<file path="src/rtl/srsw_pkg.sv">
`default_nettype none
// ----------------------------------------------------------------------------
// srsw_pkg: shared types and codes of the selective-repeat sender window
// Request and result codes, default sizing, and the command and status
// bundles that join the controller and the datapath.
// ----------------------------------------------------------------------------
package srsw_pkg;

	localparam int MAX_WINDOW_DEF = 16;
	localparam int WS_W           = 5;
	localparam int SEQ_W          = 32;
	localparam int DATA_W         = 32;
	localparam int ADDR_W         = 3;

	localparam logic [WS_W-1:0] WINDOW_SIZE_RST = 5'd16;

	localparam logic [1:0] MODE_START = 2'd0;
	localparam logic [1:0] MODE_ACK   = 2'd1;
	localparam logic [1:0] MODE_TICK  = 2'd2;

	localparam logic [1:0] KIND_SEND   = 2'd0;
	localparam logic [1:0] KIND_RESEND = 2'd1;
	localparam logic [1:0] KIND_END    = 2'd2;

	localparam logic REG_WINDOW_SIZE = 1'b0;

	typedef struct packed {
		logic capture;
		logic start_load;
		logic end_zero;
		logic ack_mark;
		logic slide_step;
		logic end_total;
		logic load_rem;
		logic issue_one;
		logic scan_init;
		logic rd_scan;
		logic tick_found;
		logic scan_adv;
		logic emit_pend_last;
	} cmd_t;

	typedef struct packed {
		logic [1:0] mode;
		logic       tot_zero;
		logic       in_win;
		logic       base_lt_next;
		logic       base_ge_total;
		logic       rd_bit;
		logic       rem_zero;
		logic       rem_one;
		logic       win_empty;
		logic       cnt_one;
	} status_t;

endpackage
`default_nettype wire

</file>
<file path="src/rtl/srsw_dp.sv">
`default_nettype none
// ----------------------------------------------------------------------------
// srsw_dp: sender window datapath
// Sequence counters, ack flag memory, scan counters and the result register.
// ----------------------------------------------------------------------------
module srsw_dp #(
	parameter int MAX_WINDOW = srsw_pkg::MAX_WINDOW_DEF
) (
	input  wire                            clk,
	input  wire                            arst_n,
	input  srsw_pkg::cmd_t                 cmd,
	output srsw_pkg::status_t              st,
	input  wire [srsw_pkg::WS_W-1:0]       window_size,
	input  wire [1:0]                      mode,
	input  wire [srsw_pkg::SEQ_W-1:0]      seq_in,
	input  wire [srsw_pkg::SEQ_W-1:0]      packet_total,
	output logic                           strobe,
	output logic [1:0]                     kind,
	output logic [srsw_pkg::SEQ_W-1:0]     seq_out,
	output logic                           last
);
	import srsw_pkg::*;

	localparam int SW = (MAX_WINDOW > 1) ? $clog2(MAX_WINDOW) : 1;
	localparam int CW = $clog2(MAX_WINDOW + 1);
	localparam logic [SW:0]   SLOT_MAX  = (SW + 1)'(MAX_WINDOW);
	localparam logic [SW-1:0] SLOT_LAST = SW'(MAX_WINDOW - 1);
	localparam logic [CW-1:0] WIN_MAX   = CW'(MAX_WINDOW);

	logic [1:0]       mode_q;
	logic [SEQ_W-1:0] seq_q;
	logic [SEQ_W-1:0] tot_q;
	logic [SEQ_W-1:0] base_q;
	logic [SEQ_W-1:0] next_q;
	logic [SEQ_W-1:0] total_q;
	logic [SW-1:0]    base_slot_q;
	logic [SW-1:0]    next_slot_q;
	logic [CW-1:0]    rem_q;
	logic [SEQ_W-1:0] scan_seq_q;
	logic [SW-1:0]    scan_slot_q;
	logic [CW-1:0]    cnt_q;
	logic [SEQ_W-1:0] pend_q;
	logic             have_pend_q;
	logic             rd_q;
	logic             ack_mem [MAX_WINDOW];

	logic             strobe_q;
	logic [1:0]       kind_q;
	logic [SEQ_W-1:0] seq_out_q;
	logic             last_q;

	logic [SEQ_W-1:0] ack_dist;
	logic [SW:0]      ack_sum;
	logic [SW-1:0]    ack_slot;
	logic [CW-1:0]    eff;
	logic [SEQ_W-1:0] outstanding;
	logic [SEQ_W-1:0] tot_gap;
	logic [CW-1:0]    gap_win;
	logic [CW-1:0]    gap_tot;
	logic [CW-1:0]    rem_new;
	logic [SW-1:0]    rd_addr;

	function automatic logic [SW-1:0] slot_inc(input logic [SW-1:0] s);
		if (s == SLOT_LAST) begin
			return '0;
		end
		return s + SW'(1);
	endfunction

	// slot of an ack: offset from the base slot, wrapped once
	always_comb begin
		ack_dist = seq_q - base_q;
		ack_sum  = {1'b0, base_slot_q} + ack_dist[SW:0];
		if (ack_sum >= SLOT_MAX) begin
			ack_slot = SW'(ack_sum - SLOT_MAX);
		end else begin
			ack_slot = ack_sum[SW-1:0];
		end
	end

	// clamp window size to 1..MAX_WINDOW
	always_comb begin
		if (window_size == '0) begin
			eff = CW'(1);
		end else if ({3'b000, window_size} > 8'(MAX_WINDOW)) begin
			eff = WIN_MAX;
		end else begin
			eff = CW'(window_size);
		end
	end

	// number of new sequences allowed now
	always_comb begin
		outstanding = next_q - base_q;
		tot_gap     = total_q - next_q;
		if (eff > outstanding[CW-1:0]) begin
			gap_win = eff - outstanding[CW-1:0];
		end else begin
			gap_win = '0;
		end
		if (tot_gap > SEQ_W'(MAX_WINDOW)) begin
			gap_tot = WIN_MAX;
		end else begin
			gap_tot = tot_gap[CW-1:0];
		end
		rem_new = (gap_win < gap_tot) ? gap_win : gap_tot;
	end

	assign rd_addr = cmd.rd_scan ? scan_slot_q : base_slot_q;

	always_ff @(posedge clk) begin
		if (cmd.ack_mark) begin
			ack_mem[ack_slot] <= 1'b1;
		end else if (cmd.slide_step) begin
			ack_mem[base_slot_q] <= 1'b0;
		end else if (cmd.issue_one) begin
			ack_mem[next_slot_q] <= 1'b0;
		end
		rd_q <= ack_mem[rd_addr];
	end

	always_ff @(posedge clk) begin
		if (cmd.capture) begin
			mode_q <= mode;
			seq_q  <= seq_in;
			tot_q  <= packet_total;
		end
		if (cmd.load_rem) begin
			rem_q <= rem_new;
		end else if (cmd.issue_one) begin
			rem_q <= rem_q - CW'(1);
		end
		if (cmd.scan_init) begin
			scan_seq_q  <= base_q;
			scan_slot_q <= base_slot_q;
			cnt_q       <= outstanding[CW-1:0];
		end else if (cmd.scan_adv) begin
			scan_seq_q  <= scan_seq_q + SEQ_W'(1);
			scan_slot_q <= slot_inc(scan_slot_q);
			cnt_q       <= cnt_q - CW'(1);
		end
		if (cmd.tick_found) begin
			pend_q <= scan_seq_q;
		end
	end

	always_ff @(posedge clk or negedge arst_n) begin
		if (!arst_n) begin
			base_q      <= '0;
			next_q      <= '0;
			total_q     <= '0;
			base_slot_q <= '0;
			next_slot_q <= '0;
			have_pend_q <= 1'b0;
		end else begin
			if (cmd.start_load) begin
				base_q      <= '0;
				next_q      <= '0;
				total_q     <= tot_q;
				base_slot_q <= '0;
				next_slot_q <= '0;
			end else begin
				if (cmd.slide_step) begin
					base_q      <= base_q + SEQ_W'(1);
					base_slot_q <= slot_inc(base_slot_q);
				end
				if (cmd.issue_one) begin
					next_q      <= next_q + SEQ_W'(1);
					next_slot_q <= slot_inc(next_slot_q);
				end
			end
			if (cmd.scan_init) begin
				have_pend_q <= 1'b0;
			end else if (cmd.tick_found) begin
				have_pend_q <= 1'b1;
			end
		end
	end

	// result register: one result per cycle at most
	always_ff @(posedge clk or negedge arst_n) begin
		if (!arst_n) begin
			strobe_q <= 1'b0;
		end else begin
			strobe_q <= cmd.end_zero | cmd.end_total | cmd.issue_one |
				(cmd.tick_found & have_pend_q) | cmd.emit_pend_last;
		end
	end

	always_ff @(posedge clk) begin
		if (cmd.end_zero) begin
			kind_q    <= KIND_END;
			seq_out_q <= '0;
			last_q    <= 1'b1;
		end else if (cmd.end_total) begin
			kind_q    <= KIND_END;
			seq_out_q <= total_q;
			last_q    <= 1'b1;
		end else if (cmd.issue_one) begin
			kind_q    <= KIND_SEND;
			seq_out_q <= next_q;
			last_q    <= (rem_q == CW'(1));
		end else if (cmd.tick_found || cmd.emit_pend_last) begin
			kind_q    <= KIND_RESEND;
			seq_out_q <= pend_q;
			last_q    <= cmd.emit_pend_last;
		end
	end

	assign strobe  = strobe_q;
	assign kind    = kind_q;
	assign seq_out = seq_out_q;
	assign last    = last_q;

	always_comb begin
		st.mode          = mode_q;
		st.tot_zero      = (tot_q == '0);
		st.in_win        = (seq_q >= base_q) && (seq_q < next_q);
		st.base_lt_next  = (base_q < next_q);
		st.base_ge_total = (base_q >= total_q);
		st.rd_bit        = rd_q;
		st.rem_zero      = (rem_q == '0);
		st.rem_one       = (rem_q == CW'(1));
		st.win_empty     = (next_q == base_q);
		st.cnt_one       = (cnt_q == CW'(1));
	end

endmodule
`default_nettype wire

</file>
<file path="src/rtl/srsw_ctrl.sv">
`default_nettype none
// ----------------------------------------------------------------------------
// srsw_ctrl: sender window controller
// Sequences decode, base slide, new issue and resend scan of one request.
// ----------------------------------------------------------------------------
module srsw_ctrl (
	input  wire                clk,
	input  wire                arst_n,
	input  wire                start,
	output logic               busy,
	input  srsw_pkg::status_t  st,
	output srsw_pkg::cmd_t     cmd
);
	import srsw_pkg::*;

	localparam logic [3:0] S_IDLE   = 4'd0;
	localparam logic [3:0] S_DECODE = 4'd1;
	localparam logic [3:0] S_SL_RD  = 4'd2;
	localparam logic [3:0] S_SL_CHK = 4'd3;
	localparam logic [3:0] S_PREP   = 4'd4;
	localparam logic [3:0] S_ISSUE  = 4'd5;
	localparam logic [3:0] S_TK_RD  = 4'd6;
	localparam logic [3:0] S_TK_CHK = 4'd7;
	localparam logic [3:0] S_TK_FIN = 4'd8;

	logic [3:0] state_q;
	logic [3:0] state_d;
	logic       active_q;
	logic       active_d;

	always_comb begin
		cmd      = '0;
		state_d  = state_q;
		active_d = active_q;
		case (state_q)
			S_IDLE: begin
				if (start) begin
					cmd.capture = 1'b1;
					state_d     = S_DECODE;
				end
			end
			S_DECODE: begin
				state_d = S_IDLE;
				case (st.mode)
					MODE_START: begin
						cmd.start_load = 1'b1;
						if (st.tot_zero) begin
							cmd.end_zero = 1'b1;
							active_d     = 1'b0;
						end else begin
							active_d = 1'b1;
							state_d  = S_PREP;
						end
					end
					MODE_ACK: begin
						if (active_q && st.in_win) begin
							cmd.ack_mark = 1'b1;
							state_d      = S_SL_RD;
						end
					end
					MODE_TICK: begin
						if (active_q && !st.win_empty) begin
							cmd.scan_init = 1'b1;
							state_d       = S_TK_RD;
						end
					end
					default: begin
						state_d = S_IDLE;
					end
				endcase
			end
			S_SL_RD: begin
				state_d = S_SL_CHK;
			end
			S_SL_CHK: begin
				if (st.base_lt_next && st.rd_bit) begin
					cmd.slide_step = 1'b1;
					state_d        = S_SL_RD;
				end else if (st.base_ge_total) begin
					cmd.end_total = 1'b1;
					active_d      = 1'b0;
					state_d       = S_IDLE;
				end else begin
					state_d = S_PREP;
				end
			end
			S_PREP: begin
				cmd.load_rem = 1'b1;
				state_d      = S_ISSUE;
			end
			S_ISSUE: begin
				if (st.rem_zero) begin
					state_d = S_IDLE;
				end else begin
					cmd.issue_one = 1'b1;
					if (st.rem_one) begin
						state_d = S_IDLE;
					end
				end
			end
			S_TK_RD: begin
				cmd.rd_scan = 1'b1;
				state_d     = S_TK_CHK;
			end
			S_TK_CHK: begin
				cmd.tick_found = !st.rd_bit;
				cmd.scan_adv   = 1'b1;
				state_d        = st.cnt_one ? S_TK_FIN : S_TK_RD;
			end
			S_TK_FIN: begin
				cmd.emit_pend_last = 1'b1;
				state_d            = S_IDLE;
			end
			default: begin
				state_d = S_IDLE;
			end
		endcase
	end

	always_ff @(posedge clk or negedge arst_n) begin
		if (!arst_n) begin
			state_q  <= S_IDLE;
			active_q <= 1'b0;
		end else begin
			state_q  <= state_d;
			active_q <= active_d;
		end
	end

	assign busy = (state_q != S_IDLE);

endmodule
`default_nettype wire

</file>
<file path="src/rtl/selective_repeat_sender_window.sv">
`default_nettype none
// ----------------------------------------------------------------------------
// selective_repeat_sender_window: sender side of a selective-repeat window
// Issues, acknowledges and resends sequence numbers within a sliding window.
// ----------------------------------------------------------------------------
// Usage:
//   Request channel: drive mode, seq_in and packet_total and raise start; the
//   request is taken at a clock edge where start is high and busy is low.
//   Mode start loads the packet count and sends the first window; ack marks a
//   sequence and slides the base; tick resends every unacked sequence.
//   Result channel: each result shows on kind, seq_out and last for exactly
//   one cycle with strobe high; last marks the final result of a request.
//   The receiver cannot stall, so results are never held back.
//   Sequencing: busy holds through a decode state; a start then issues new
//   sends; an ack slides the base one entry at a time, then issues new sends
//   unless it ends the transfer; a tick scans every window entry. The ack flag
//   memory read is registered, so each slide or scan step has a read and a check state.
//   window_size is written through the APB port at byte address 0; the user
//   must write it only while idle, since the block does not enforce this.
//   Reset clears the window, leaves the block idle and sets window_size to 16.
// ----------------------------------------------------------------------------
module selective_repeat_sender_window #(
	parameter int MAX_WINDOW = srsw_pkg::MAX_WINDOW_DEF
) (
	input  wire                              clk,
	input  wire                              arst_n,
	// request channel
	input  wire                              start,
	output logic                             busy,
	input  wire [1:0]                        mode,
	input  wire [srsw_pkg::SEQ_W-1:0]        seq_in,
	input  wire [srsw_pkg::SEQ_W-1:0]        packet_total,
	// result channel
	output logic                             strobe,
	output logic [1:0]                       kind,
	output logic [srsw_pkg::SEQ_W-1:0]       seq_out,
	output logic                             last,
	// configuration port
	input  wire                              psel,
	input  wire                              penable,
	input  wire                              pwrite,
	input  wire [srsw_pkg::ADDR_W-1:0]       paddr,
	input  wire [srsw_pkg::DATA_W-1:0]       pwdata,
	output logic [srsw_pkg::DATA_W-1:0]      prdata,
	output logic                             pready
);
	import srsw_pkg::*;

	logic [WS_W-1:0] window_size_q;
	logic            cfg_wr;
	cmd_t            cmd;
	status_t         st;

	// Register file: one register, decoded on the word address bit.
	assign pready = 1'b1;
	assign cfg_wr = psel & penable & pwrite & pready;

	always_ff @(posedge clk or negedge arst_n) begin
		if (!arst_n) begin
			window_size_q <= WINDOW_SIZE_RST;
		end else if (cfg_wr && (paddr[2] == REG_WINDOW_SIZE)) begin
			window_size_q <= pwdata[WS_W-1:0];
		end
	end

	// Read back the window size; unused addresses read as zero.
	always_comb begin
		prdata = '0;
		if (paddr[2] == REG_WINDOW_SIZE) begin
			prdata = {{(DATA_W - WS_W){1'b0}}, window_size_q};
		end
	end

	// Controller: steps one request through decode, slide, issue or scan.
	srsw_ctrl u_ctrl (
		.clk    (clk),
		.arst_n (arst_n),
		.start  (start),
		.busy   (busy),
		.st     (st),
		.cmd    (cmd)
	);

	// Datapath: counters, ack flags and the result register.
	srsw_dp #(
		.MAX_WINDOW (MAX_WINDOW)
	) u_dp (
		.clk          (clk),
		.arst_n       (arst_n),
		.cmd          (cmd),
		.st           (st),
		.window_size  (window_size_q),
		.mode         (mode),
		.seq_in       (seq_in),
		.packet_total (packet_total),
		.strobe       (strobe),
		.kind         (kind),
		.seq_out      (seq_out),
		.last         (last)
	);

`ifndef SYNTHESIS
	// A result only follows a cycle of request processing.
	a_strobe_after_busy: assert property (@(posedge clk) disable iff (!arst_n)
		strobe |-> $past(busy))
		else $error("result strobe without a request in progress");

	// An accepted request keeps the block busy in the next cycle.
	a_accept_busy: assert property (@(posedge clk) disable iff (!arst_n)
		(start && !busy) |=> busy)
		else $error("request accepted but block not busy");

	// An end marker is always the final result of its request.
	a_end_is_last: assert property (@(posedge clk) disable iff (!arst_n)
		(strobe && (kind == KIND_END)) |-> last)
		else $error("end marker without last");
`endif

endmodule
`default_nettype wire
</file>
<file path="config.mk">
export PLATFORM = sky130hd
export DESIGN_NAME = selective_repeat_sender_window
export DESIGN_NICKNAME = d
export VERILOG_FILES = /design/src/rtl/srsw_pkg.sv /design/src/rtl/srsw_dp.sv /design/src/rtl/srsw_ctrl.sv /design/src/rtl/selective_repeat_sender_window.sv
export SDC_FILE = /design/constraint.sdc
export NUM_CORES = 1
export LEC_CHECK = 0
export BUFFER_PORTS_ARGS = -buffer_cell sky130_fd_sc_hd__buf_2
export CAP_MARGIN = 30
export CORE_ASPECT_RATIO = 0.6
export CORE_MARGIN = 4
export CORE_UTILIZATION = 29
export DETAILED_ROUTE_END_ITERATION = 10
export PLACE_DENSITY = 0.5
export SLEW_MARGIN = 0
export SYNTH_ARGS = -nofsm -noshare
export SYNTH_HDL_FRONTEND = slang
export SYNTH_SLANG_ARGS = --single-unit
</file>
<file path="constraint.sdc">
create_clock -name clk -period 4.7 [get_ports clk]
set_input_delay 0.47 -clock clk [delete_from_list [all_inputs] [get_ports clk]]
set_output_delay 0.47 -clock clk [all_outputs]
set_load 0.005 [all_outputs]
</file>
# --- Yosys cells after proc, flatten, opt, wreduce, memory -nomap -nowiden ---
# Memories as Yosys holds them, arrays and structs flattened. A register that Yosys moved wholly into a read port is not among the register bits.
# Cells that the tools add are included.
totals:
  reg_bits: 295
  ram_bits: 16
  in_bits: 107
  out_inout_bits: 70
  mem_count: 1
mem_list:
  columns: ["memory", "depth", "width", "read_ports", "rd_clocked_by_memory_dff", "wr", "line", "rtl"]
  rows:
  - ["u_dp.ack_mem", 16, 1, 1, 1, 1, "srsw_dp.sv:45", "logic ack_mem [MAX_WINDOW];"]
op_classes:
  n_addsub: 14
  magnitude_cmp: 9
  n_eq_ne: 21
  muxes: 99
  bitwise: 8
  reduce_logical: 28
op_table:
  columns: ["cell", "n"]
  rows:
  - ["2-to-1 mux 32 bit", 9]
  - ["adder 32 x 1 -> 32 bit (second input constant)", 3]
  - ["2-to-1 mux 4 bit", 20]
  - [">= comparator 32 bit", 2]
  - ["less-than comparator 32 bit", 2]
  - ["2-to-1 mux 5 bit", 10]
  - ["2-to-1 mux 1 bit", 46]
  - ["equality test 32 bit", 1]
  - ["greater-than comparator 32 x 5 -> 1 bit (second input constant)", 1]
  - ["logical NOT 32 bit", 1]
  - ["one-hot mux 4 bit (8 select lines)", 1]
  - ["subtractor 32 bit", 1]
  - ["equality test 4 x 3 -> 1 bit (second input constant)", 4]
  - ["equality test 4 bit (second input constant)", 4]
  - ["2-to-1 mux 3 bit", 5]
  - ["subtractor 5 bit", 3]
  - ["nonzero test 2 bit", 7]
  - ["adder 4 x 1 -> 4 bit (second input constant)", 3]
  - ["2-to-1 mux 2 bit", 6]
  - ["one-hot mux 4 bit (3 select lines)", 1]
  - ["equality test 5 x 1 -> 1 bit (second input constant)", 2]
  - ["logical NOT 5 bit", 2]
  - ["subtractor 5 x 1 -> 5 bit (second input constant)", 2]
  - ["equality test 4 x 2 -> 1 bit (second input constant)", 2]
  - ["other kinds (27)", 41]

# --- Depth between registers and ports, before layout ---
# Gate-level depths: netlist of run 1.
logic_depth:
  word_depth: 11
  mapped_depth: 21

# --- Hierarchy ---
# A second synthesis of run 1 with hierarchy kept.
hier_totals:
  hier_cells: 2115
  area_unflattened_um2: 20080.5
by_module_without_submodules:
  columns: ["module", "n_inst", "cells_each", "area_per_inst_um2", "seq_area_each_um2"]
  rows:
  - ["srsw_dp", 1, 2022, 19200.9, 8177.8]
  - ["selective_repeat_sender_window", 1, 46, 467.9, 126.4]
  - ["srsw_ctrl", 1, 47, 411.6, 125.1]

# --- Least setup slack after synthesis of run 1 ---
# Ideal clock, no wire load.
synth_path:
  kind: "reg2reg"
  from: "register u_dp.next_q[0]"
  to: "register u_dp.rem_q[4], data pin"
  setup_time_ps: 275
  t_arrival_ps: 4463
  required_time_ps: 4425
  slack_ps: -39
  stages_incl_launch_ff: 21
  synth_period_minus_slack_ps: 4739
  path_cell_list: "dfrtp_1 ha_1 inv_1 fa_1 a211oi_1 o211ai_1 a21oi_1 a211oi_1 a211oi_1 xnor2_1 nor4_1 and4_1 nand3_1 ha_1 a21o_1 a21o_1 a21oi_1 o21ai_0 nor3_1 a22o_1 a31oi_1"
synth_via:
  elab_chain_len: 6
  elab_cells_between_ends: 10
  cone_classes: "add/sub: 3; order compare: 3; mux: 4"
synth_lines:
  columns: ["element", "line", "rtl"]
  rows:
  - ["from (decl)", "srsw_dp.sv:34", "logic [SEQ_W-1:0] next_q;"]
  - ["from (signal assigned)", "srsw_dp.sv:168", "next_q <= next_q + SEQ_W'(1);"]
  - ["subtractor 32 bit / subtractor 5 bit (equally long branches)", "srsw_dp.sv:95, srsw_dp.sv:94", null]
  - ["greater-than comparator 32 x 5 -> 1 bit, or another cell as far along", "srsw_dp.sv:101", "if (tot_gap > SEQ_W'(MAX_WINDOW)) begin"]
  - ["2-to-1 mux 5 bit, on equally long branches", "srsw_dp.sv:101, srsw_dp.sv:96", null]
  - ["less-than comparator 5 bit", "srsw_dp.sv:106", "rem_new = (gap_win < gap_tot) ? gap_win : gap_tot;"]
  - ["2-to-1 mux 5 bit (*)", "srsw_dp.sv:106", null]
  - ["2-to-1 mux 5 bit (*)", "srsw_dp.sv:128", "if (cmd.load_rem) begin"]
  - ["to (signal assigned)", "srsw_dp.sv:129", "rem_q <= rem_new;"]
  - ["to (signal assigned)", "srsw_dp.sv:131", "rem_q <= rem_q - CW'(1);"]
  - ["to (decl)", "srsw_dp.sv:38", "logic [CW-1:0] rem_q;"]
# Every way passes the cells marked *; elsewhere a longest branch is shown, timed or not.
# A chain may end at the register's enable or synchronous reset.

# --- Worst setup path after layout of run 1 ---
layout_path:
  from: "register u_dp.next_q[10]"
  to: "register u_dp.rem_q[4], data pin"
layout_via:
  elab_chain_len: 6
layout_lines:
  columns: ["element", "line", "rtl"]
  rows:
  - ["subtractor 32 bit (*)", "srsw_dp.sv:95", "tot_gap = total_q - next_q;"]
  - ["greater-than comparator 32 x 5 -> 1 bit (*)", "srsw_dp.sv:101", null]
  - ["2-to-1 mux 5 bit (*)", "srsw_dp.sv:101", null]
  - ["less-than comparator 5 bit", "srsw_dp.sv:106", null]
  - ["2-to-1 mux 5 bit (*)", "srsw_dp.sv:106", null]
  - ["2-to-1 mux 5 bit (*)", "srsw_dp.sv:128", null]
# Marks and branches as above.

==> results.yml, run 1 <==
clocking:
  numCtsBuffers: 36
  clock-sinks: 312
  clockBufferDepth: 3
  htree_levels: 2
  cts.clk_slew.worst_paths_ns: 0.07
  cts_tree: "done"
  root_buffer: "clkbuf_16"
  clock_latency_ns: 0.58
synth:
  ys_types: 84
  yosysSeqAreaShare_pct: 41.6
  synthArstFlopShare_pct: 37.2
  synth_seq_cells: 312
  synthTopCellsByArea: "edfxtp_1 (24%), dfrtp_1 (14%), ha_1 (11%), o21ai_0 (4.0%), a21oi_1 (3.8%)"
  synth.avg_cell_area_um2: 9.54
  synth_flop_cell: "edfxtp_1"
  yosys_warnings: 0
  yosysTopAreaCell: "edfxtp_1"
  syn_area_mm2: 0.0202
  synth.top_cell.area_share_pct: 23.7
  synth_edf_count: 160
  synthCells: 2123
timing:
  finClkSkew_ns: 0.0229
  setup_slack_ns: 0.145
  fmax_mhz: 220
  worst_pin_slew_ns: 1.16
  period_needed_ns: 4.56
  hold_viol: 0
  finalSetupViolCount: 0
  rsz0062_at_grt: "true"
  drv_slew: 0
  maxSlewHeadroom_pct: 22.9
  timing.final.crit_share_pct: 96.9
grt:
  grt_pass1_vias: 17841
  antenna_found_initial: 1
  grt_pass1_wl_um: 117000
  grt_max_degree: 81
  overflow: 0
  grt.total_usage_pct: 21.2
setup_path:
  cp-start-kind: "register"
  critPathArrivalTime_ns: 4.89
  end_kind: "register"
  crit_path_max_fanout: 9
  path_class: "reg -> reg"
  required_ns: 5.03
power_and_ir_drop:
  p_per_area_mw_per_mm2: 633
  p_leak_nw: 10.6
  pwr-share-comb_pct: 56.6
  swShare_pct: 43.6
  intPower_mw: 9.09
  max-vdd-ir-drop_mv: 0.258
  clockPowerShare_pct: 18.3
  power.switching_mw: 7.02
  seqPwrFrac_pct: 25.0
route:
  viasPerCell: 5.39
  drtIter0Drc: 2015
  wl_um: 80100
  vias: 18354
  wire_per_inst_um: 23.5
  firstDrtPassIters: 5
  drcViolationCount: 0
  postRouteAntennaNets: 0
placed_design:
  place_area_mm2: 0.0237
  dp_hpwl_um: 62400
  pre_cts_slack_ns: -0.388
  gp_congestion: 0.981
  port_buffers: 119
finish:
  nFillCells: 6913
  register_area_mm2: 0.00843
  num-nets-final: 2764
  final_layout_size_suffix_gt1_share_pct: 23.0
  area_growth_pct: 25.7
  fin_area_mm2: 0.0254
  layout_common_cells: "buf_4 (261), ha_1 (171), nand2_1 (164)"
  layout_commonest_cell: "buf_4"
  multi_input_area_mm2: 0.0114
floorplan:
  io_pins: 177
  dieArea_mm2: 0.0742
  core_mm2: 0.0686
  die_w_um: 349
  die_y_um: 213
  num_rows: 74
  initial_core_util_pct: 29.5
job:
  drv_cap: 0
run_status:
  status: "complete, no violations"
hold_path:
  worstHoldPathType: "in -> reg"
## worst paths after layout
path | start | endpoint | slack [ns] | cells after the start
setup / recovery | u_dp.next_q[10] | u_dp.rem_q[4] | 0.14 | 22
hold / removal | seq_in[2] | u_dp.seq_q[2] | 0.06 | 1
setup reg to reg | u_dp.next_q[10] | u_dp.rem_q[4] | 0.14 | 22
hold reg to reg | u_dp.scan_seq_q[1] | u_dp.pend_q[1] | 0.49 | 0
max in group asynchronous | arst_n | u_dp.next_q[29] | 3.25 | 3
min in group asynchronous | arst_n | u_dp.base_q[9] | 0.54 | 2
## sequential cells by signal, indices dropped and copies added (netlist names), 16 cells and up
| name | cells |
|---|---|
| u_dp.ack_mem | 16 |
| u_dp.base_q | 32 |
| u_dp.next_q | 32 |
| u_dp.pend_q | 32 |
| u_dp.scan_seq_q | 32 |
| u_dp.seq_out | 32 |
| u_dp.seq_q | 32 |
| u_dp.tot_q | 32 |
| u_dp.total_q | 32 |
## power groups by stage
stage / combinational, mW / clock [mW] / sequential [mW]
after floorplan: 4.53 / 0 / 3.87
after global placement: 8.20 / 0 / 4.05
after detailed placement: 8.21 / 0 / 4.06
after CTS: 8.43 / 3.04 / 4.01
after global routing: 9.87 / 3.15 / 4.09
final: 9.12 / 2.96 / 4.04
## critical path, stage by stage (launching register included)
cell and delay, ns:
dfrtp_1 0.35, inv_1 0.09, ha_4 0.29, buf_6 0.14, nand4_1 0.13, or3_4 0.45, o22ai_4 0.21, nor4_4 0.07
buf_4 0.15, o21ai_0 0.28, a41oi_1 0.21, nor3_1 0.37, buf_4 0.21, nand3_2 0.07, ha_2 0.16, a21o_1 0.15
a21o_1 0.16, a21oi_2 0.18, o21ai_2 0.09, nor3_2 0.17, buf_4 0.15, a22o_1 0.13, a31oi_1 0.07
## metrics by stage
stage,setup TNS (ns),hold slack [ns],std cells,util (%),power [mW]
2_1_floorplan,0,0.174,2149,-,8.40
3_3_place_gp,-1.33,0.467,3330,34.5,12.2
3_5_place_dp,-1.69,0.481,3332,34.5,12.3
4_1_cts,0,0.0317,3402,36.4,15.5
5_1_grt,-0.0517,0.0388,3406,37.1,17.1
6_report,0,0.0644,3407,37.1,16.1
## cell usage after synthesis (5+ instances only)
master      n
nand2_1   166
a21oi_1   152
o21ai_1     5
nor2b_1    16
dfxtp_1    36
buf_4      29
nor4_1     40
a31oi_1    10
buf_1       5
o21bai_1    5
mux2i_1    27
dfrtp_1   115
a21boi_0   20
clkbuf_1   66
nor3_1     44
edfxtp_1  160
or2_2       7
a221oi_1    5
nand3_1    67
o211ai_1   15
a21o_1     60
xor2_1     31
mux2_2     10
or4_1       7
o21a_1     14
a22oi_1     7
xnor2_1    60
or3_1      34
nand4b_1    5
o31ai_1    10
a211oi_1   35
a211o_1     8
inv_1     138
nor2_1    140
and2_1     12
nand4_1    57
nand2b_1   23
and3_1     20
o21ai_0   160
o32ai_1     5
a222oi_1   16
buf_2       7
fa_1        6
ha_1      185
## per-layer routing
| metal | wire [um] | track usage [%] | vias to the layer above |
|---|---|---|---|
| met5 | 0 | 0 | - |
| met4 | 1640 | 4.66 | 0 |
| met3 | 8070 | 6.93 | 95 |
| met2 | 30400 | 28.1 | 707 |
| met1 | 40000 | 32.7 | 9046 |
| li1 | - | - | 8506 |
## timing repair
item | CTS | global route
endpoints found under the setup margin | 5 | 5
gates resized for setup | 18 | 93
hold buffers | 1 | 0
buffers inserted | 3 | 4
pin swaps | 8 | 25
endpoints found under the hold margin | 11 | 0
## cells by family after synthesis
| family | after synthesis | synth area share, % |
|---|---|---|
| simple gates | 665 | 16.9 |
| fa+ha+maj | 191 | 12.0 |
| flops | 312 | 41.6 |
| other cells | 2 | 0.0371 |
| mux | 41 | 2.34 |
| compound gates | 572 | 17.9 |
| xor+xnor | 91 | 3.94 |
| buf+inv | 249 | 5.29 |
## layout make-up
cell class / instances / share of cell area [%]
Multi-Input combinational cell: 1588 / 44.9
Tap cell: 912 / 4.49
Clock inverter: 13 / 0.551
Clock buffer: 53 / 4.20
Inverter: 139 / 2.05
Timing Repair Buffer: 389 / 10.7
Antenna cell: 1 / 0.00984
Sequential cell: 312 / 33.1
No activity file was read; power rests on OpenSTA's default activity.
==> inputs of run 2 (changes only) <==
--- a/config.mk
+++ b/config.mk
@@ -10,9 +10,11 @@
 export CORE_ASPECT_RATIO = 0.6
 export CORE_MARGIN = 4
 export CORE_UTILIZATION = 29
+export CTS_CLUSTER_DIAMETER = 60
 export DETAILED_ROUTE_END_ITERATION = 10
 export PLACE_DENSITY = 0.5
 export SLEW_MARGIN = 0
 export SYNTH_ARGS = -nofsm -noshare
 export SYNTH_HDL_FRONTEND = slang
+export SYNTH_HIERARCHICAL = 1
 export SYNTH_SLANG_ARGS = --single-unit
==> run 2 against run 1 <==
Effect of this change: the run now ends with setup timing left; clock-buffer cell count fell by 1; sequential share of layout area increased by 0.11 points; synthesized cell count fell by 0.38%; core utilization about the same; first-iteration DRC count decreased by 26%; combinational power is 8.3% lower; fmax shrank 14%; sequential power increased by 3%; global-route usage fell by 2.8 points; via count down 6.1%; sequential cell count is the same; setup slack got worse by 0.77 ns; critical endpoint is now u_dp/rem_q[4]; highest routed layer unchanged.
==> results.yml, run 2 <==
run_status:
  status: "complete, but fails checks"
  violations: "setup timing"
route:
  wire_per_inst_um: 20.0
  postRouteAntennaNets: 0
  drcViolationCount: 0
  vias: 17236
  wl_um: 68800
  firstDrtPassIters: 5
  viasPerCell: 5.02
  drtIter0Drc: 1482
finish:
  nFillCells: 6946
  layout_common_cells: "buf_4 (293), nor2_1 (192), nand2_1 (177)"
  final_layout_size_suffix_gt1_share_pct: 23.4
  area_growth_pct: 26.3
  layout_commonest_cell: "buf_4"
  fin_util_pct: 37.1
  num-nets-final: 2791
  final_cells: 3434
setup_path:
  r2r_cells: 21
  crit_path_max_fanout: 4
  r2r_start: "u_dp/next_q[13]"
  reg2reg_slack_ns: -0.62
  end_kind: "register"
  critPathArrivalTime_ns: 5.63
  r2r-end: "u_dp/rem_q[4]"
  required_ns: 5.00
  path_class: "reg -> reg"
  cp-start-kind: "register"
clocking:
  root_buffer: "clkbuf_16"
  numCtsBuffers: 36
  clock-sinks: 312
  cts.clk_slew.worst_paths_ns: 0.06
  cts_tree: "done"
  clockBufferDepth: 3
  clock_latency_ns: 0.56
  htree_levels: 2
grt:
  grt.total_usage_pct: 18.4
  grt_max_degree: 137
  antenna_found_initial: 3
  overflow: 0
  grt_pass1_wl_um: 104000
  grt_pass1_vias: 17025
placed_design:
  place_inst: 3351
  dp_hpwl_um: 53900
  pre_cts_slack_ns: -0.782
  port_buffers: 119
  gp_congestion: 0.904
synth:
  ys_types: 89
  synth_edf_count: 160
  synthTopCellsByArea: "edfxtp_1 (24%), dfrtp_1 (14%), ha_1 (12%), nor2_1 (3.7%), dfxtp_1 (3.6%)"
  yosysSeqAreaShare_pct: 42.0
  synthCells: 2115
  synth_seq_cells: 312
  synth_flop_cell: "edfxtp_1"
  synth.top_cell.area_share_pct: 23.9
  yosys_warnings: 6
  yosysMostFrequentCell: "nor2_1"
  syn_area_mm2: 0.0201
  synth.avg_cell_area_um2: 9.49
  yosysTopAreaCell: "edfxtp_1"
  synthArstFlopShare_pct: 37.2
  synth_commonest_cells: "nor2_1 (199), ha_1 (186), nand2_1 (178)"
timing:
  rsz0062_at_grt: "true"
  maxSlewHeadroom_pct: 34.1
  setup_tns_ns: -2.95
  drv_slew: 0
  worst_pin_slew_ns: 0.963
  period_needed_ns: 5.32
  hold_viol: 0
  timing.final.crit_share_pct: 113
  setup_slack_ns: -0.624
  finClkSkew_ns: 0.0340
  fmax_mhz: 188
  finalSetupViolCount: 5
power_and_ir_drop:
  p_per_area_mw_per_mm2: 611
  max-vdd-ir-drop_mv: 0.263
  p_leak_nw: 10.8
hold_path:
  whs_path_depth: 1
  worstHoldEndpoint: "u_dp/tot_q[11]"
  worstHoldPathType: "in -> reg"
  worstHoldStart: "packet_total[11]"
floorplan:
  io_pins: 177
  initial_core_util_pct: 29.4
  die_y_um: 212
  num_rows: 74
  core_mm2: 0.0683
  dieArea_mm2: 0.0737
  die_w_um: 348
job:
  drv_cap: 0
[run 2: changes by cell type in the layout (fill, tap and decap cells not counted), moves of 23 or more]
cell	previous run	this run
nor2_1	135	192
a211oi_1	29	74
buf_4	261	293
nor2b_1	16	48
nand3_1	62	36
o21ai_0	145	122
[run 2: cell families (layout without fill, tap and decap cells)]
kind of cell,after synthesis,in the layout,share of synthesized area (%)
AO/OA/AOI/OAI,503,503,15.8
XOR/XNOR,112,112,4.89
adder cells (fa/ha/maj),192,192,12.2
buffers and inverters,252,631,5.38
flip-flops,312,312,42.0
multiplexers,31,31,1.87
other,2,30,0.0374
AND/OR/NAND/NOR,711,711,17.8
[run 2: power by group]
part | internal (mW) | switching (mW)
Sequential | 3.58 | 0.574
Clock | 1.75 | 1.22
Combinational | 3.71 | 4.65
[run 2: worst max path at each step]
stage | from | to | slack [ns] | cells after the start
2_1_floorplan | u_dp/next_q[13] | u_dp/rem_q[4] | -0.34 | 19
3_3_place_gp | u_dp/next_q[28] | u_dp/rem_q[1] | -0.64 | 20
3_5_place_dp | u_dp/next_q[28] | u_dp/rem_q[3] | -0.78 | 21
4_1_cts | u_dp/next_q[28] | u_dp/rem_q[4] | -0.57 | 20
5_1_grt | u_dp/next_q[13] | u_dp/rem_q[4] | -0.76 | 21
6_report | u_dp/next_q[13] | u_dp/rem_q[4] | -0.62 | 21
[run 2: cell type report]
class,instances,area [um^2],area share (%)
Antenna cell,2,5.00,0.0197
Clock buffer,52,1060,4.20
Clock inverter,14,158,0.622
Inverter,142,533,2.10
Multi-Input combinational cell,1577,11100,43.6
Sequential cell,312,8430,33.2
Tap cell,912,1140,4.50
Timing Repair Buffer,423,2970,11.7
[run 2: worst max-delay path, stage by stage, from the launching register on]
cell and delay [ns]:
dfrtp_1 0.40, inv_2 0.09, ha_4 0.21, a21oi_4 0.16, nor2_2 0.06, or4_4 0.53, or4_4 0.53, nor4_4 0.16
nand4b_1 0.12, or4_1 0.49, or4_4 0.61, or3_4 0.37, ha_4 0.27, a21o_1 0.10, a21o_1 0.12, a21oi_2 0.07
nand2_1 0.08, nand2_1 0.08, a31o_4 0.27, nor2_1 0.10, a21oi_1 0.05, o21a_1 0.17
[run 2: per-stage QoR]
| step | hold WS (ns) | cell area, um^2 | power [mW] |
|---|---|---|---|
| after CTS | 0.0573 | 25100 | 15.3 |
| after global routing | 0.0608 | 25400 | 16.6 |
| after global placement | 0.461 | 23700 | 12.0 |
| after detailed placement | 0.475 | 23700 | 12.1 |
| after floorplan | 0.174 | 20300 | 8.52 |
| final | 0.0910 | 25400 | 15.5 |
[run 2: what timing repair did]
action	CTS	global route
setup buffers	5	10
gates resized for setup	30	37
hold buffers	1	0
setup endpoints to repair	16	33
endpoints found under the hold margin	25	0
pin swaps	9	25
[run 2: layer usage]
metal | GRT usage, % | part of all wire (%) | vias up
li1 | - | - | 8330
met1 | 28.2 | 51 | 8373
met2 | 26.3 | 40 | 472
met3 | 4.42 | 7.4 | 61
met4 | 2.98 | 1.5 | 0
met5 | 0 | 0 | -
==> inputs of run 3 (changes only) <==
==> constraint.sdc (replaced) <==
create_clock -name clk -period 4.45 [get_ports clk]
set_input_delay 0.445 -clock clk [delete_from_list [all_inputs] [get_ports clk]]
set_output_delay 0.445 -clock clk [all_outputs]
set_load 0.005 [all_outputs]
==> run 3 against run 2 <==
Effect of this change: the run still ends with setup timing left; sequential power is 5.5% higher; largest cell class unchanged; setup slack worse by 0.19 ns; critical path depth is 1 lower; via count is 1.4% higher; routed wire length hardly changed; sequential share of layout area is 0.71 points lower; sequential cell count stayed put; fmax is 1.1% higher; register-to-register slack worse by 0.19 ns; non-clock buffer count is 40 higher; largest power group unchanged; cell area is 2.2% higher; combinational power is 11% higher.
==> results.yml, run 3 (same netlist as run 2, synthesis figures left out) <==
setup_path:
  r2r-end: "u_dp/rem_q[4]"
  reg2reg_slack_ns: -0.81
  end_kind: "register"
  r2r_start: "u_dp/total_q[28]"
  required_ns: 4.74
  crit_path_max_fanout: 4
  r2r_cells: 20
  cp-startpoint: "u_dp/total_q[28]"
  critPathArrivalTime_ns: 5.55
  cp-start-kind: "register"
  path_class: "reg -> reg"
grt:
  antenna_found_initial: 2
  grt_max_degree: 137
  overflow: 0
  met3_usage_pct: 3.87
  gr-usage-met1_pct: 28.5
  use_met2_pct: 26.1
  grt.total_usage_pct: 18.3
  busiest_layer: "met1"
  grt_pass1_wl_um: 104000
  grt_pass1_vias: 17019
power_and_ir_drop:
  max-vdd-ir-drop_mv: 0.271
  p_per_area_mw_per_mm2: 643
  p_leak_nw: 11.1
route:
  wire_per_inst_um: 19.8
  firstDrtPassIters: 6
  postRouteAntennaNets: 0
  wl_um: 68800
  viasPerCell: 5.04
  drcViolationCount: 0
  vias: 17477
  drtIter0Drc: 1357
timing:
  hold_viol: 0
  maxSlewHeadroom_pct: 30.2
  period_needed_ns: 5.26
  setup_tns_ns: -4.17
  timing.final.crit_share_pct: 118
  worst_pin_slew_ns: 1.03
  drv_slew: 0
  finClkSkew_ns: 0.0188
  finalSetupViolCount: 8
  fmax_mhz: 190
  rsz0062_at_grt: "true"
  setup_slack_ns: -0.814
placed_design:
  pre_cts_slack_ns: -1.12
  place_inst: 3383
  dp_hpwl_um: 53700
  gp_congestion: 0.916
  port_buffers: 119
clocking:
  clock_latency_ns: 0.55
  clockBufferDepth: 3
  root_buffer: "clkbuf_16"
  cts.clk_slew.worst_paths_ns: 0.06
  clock-sinks: 312
  htree_levels: 2
  numCtsBuffers: 35
  cts_tree: "done"
finish:
  num-nets-final: 2830
  layout_common_cells: "buf_4 (328), nor2_1 (186), ha_1 (174)"
  nFillCells: 6853
  layout_commonest_cell: "buf_4"
  register_area_mm2: 0.00843
  final_layout_size_suffix_gt1_share_pct: 26.5
  multi_input_area_mm2: 0.0114
  final_cells: 3471
  area_growth_pct: 29.0
run_status:
  status: "complete, but fails checks"
  violations: "setup timing"
hold_path:
  worstHoldStart: "seq_in[18]"
  worstHoldEndpoint: "u_dp/seq_q[18]"
  worstHoldPathType: "in -> reg"
  whs_path_depth: 1
floorplan:
  die_w_um: 348
  io_pins: 177
  dieArea_mm2: 0.0737
  die_y_um: 212
  core_mm2: 0.0683
  initial_core_util_pct: 29.4
  num_rows: 74
job:
  drv_cap: 0
run 3: final cells by class:
class	instances	area share (%)
clock inverters	11	0.304
clock buffers	51	4.10
well taps	912	4.40
flip-flops and latches	312	32.5
inverters	142	2.06
multi-input cells	1577	43.8
repair buffers	463	12.7
diodes	3	0.0290
run 3: worst max path at each step:
stage                    endpoint  slack (ns)
finish              u_dp/rem_q[4]       -0.81
global placement    u_dp/rem_q[3]       -0.91
floorplan           u_dp/rem_q[4]       -0.59
global route        u_dp/rem_q[4]       -1.01
detailed placement  u_dp/rem_q[2]       -1.12
CTS                 u_dp/rem_q[1]       -0.82
run 3: stage by stage:
step                power (mW)  hold WS (ns)  utilization (%)  instance area, um^2
finish                    16.7        0.0718             37.9                25900
global route              17.9        0.0463             37.9                25900
CTS                       16.2        0.0447             37.2                25400
detailed placement        13.0         0.465             35.1                24000
global placement          12.9         0.462             35.0                23900
floorplan                 9.00         0.149                -                20300
run 3: where the power goes:
part / internal (mW) / switching, mW
sequential: 3.78 / 0.604
combinational: 4.22 / 5.10
clock: 1.71 / 1.25
run 3: what timing repair did:
| action | in CTS | in global routing |
|---|---|---|
| gates cloned | 0 | 0 |
| setup buffers | 13 | 14 |
| gates resized for setup | 49 | 95 |
| pin swaps | 29 | 37 |
| endpoints found under the setup margin | 34 | 36 |
| hold buffers | 1 | 0 |
| hold endpoints to repair | 12 | 0 |
run 3: worst max-delay path: stages (launching register included):
cell and delay [ns]:
dfrtp_1 0.41, ha_4 0.29, buf_6 0.08, nand3b_4 0.16, o221ai_2 0.09, or4_4 0.42, or4_4 0.52, nor4_4 0.14
nand4b_1 0.14, or4_1 0.49, or4_4 0.59, or3_4 0.36, ha_4 0.22, a21o_1 0.15, a21o_1 0.16, a21oi_2 0.15
buf_4 0.15, nand2_4 0.05, nor3_4 0.15, a21oi_1 0.09, o21a_1 0.19
run 3: layer usage:
layer | wire length [um] | vias to the layer above | share of wire (%)
met2 | 27500 | 520 | 40
met3 | 4830 | 67 | 7.0
met4 | 1110 | 0 | 1.6
li1 | - | 8419 | -
met1 | 35300 | 8471 | 51
met5 | 0 | - | 0
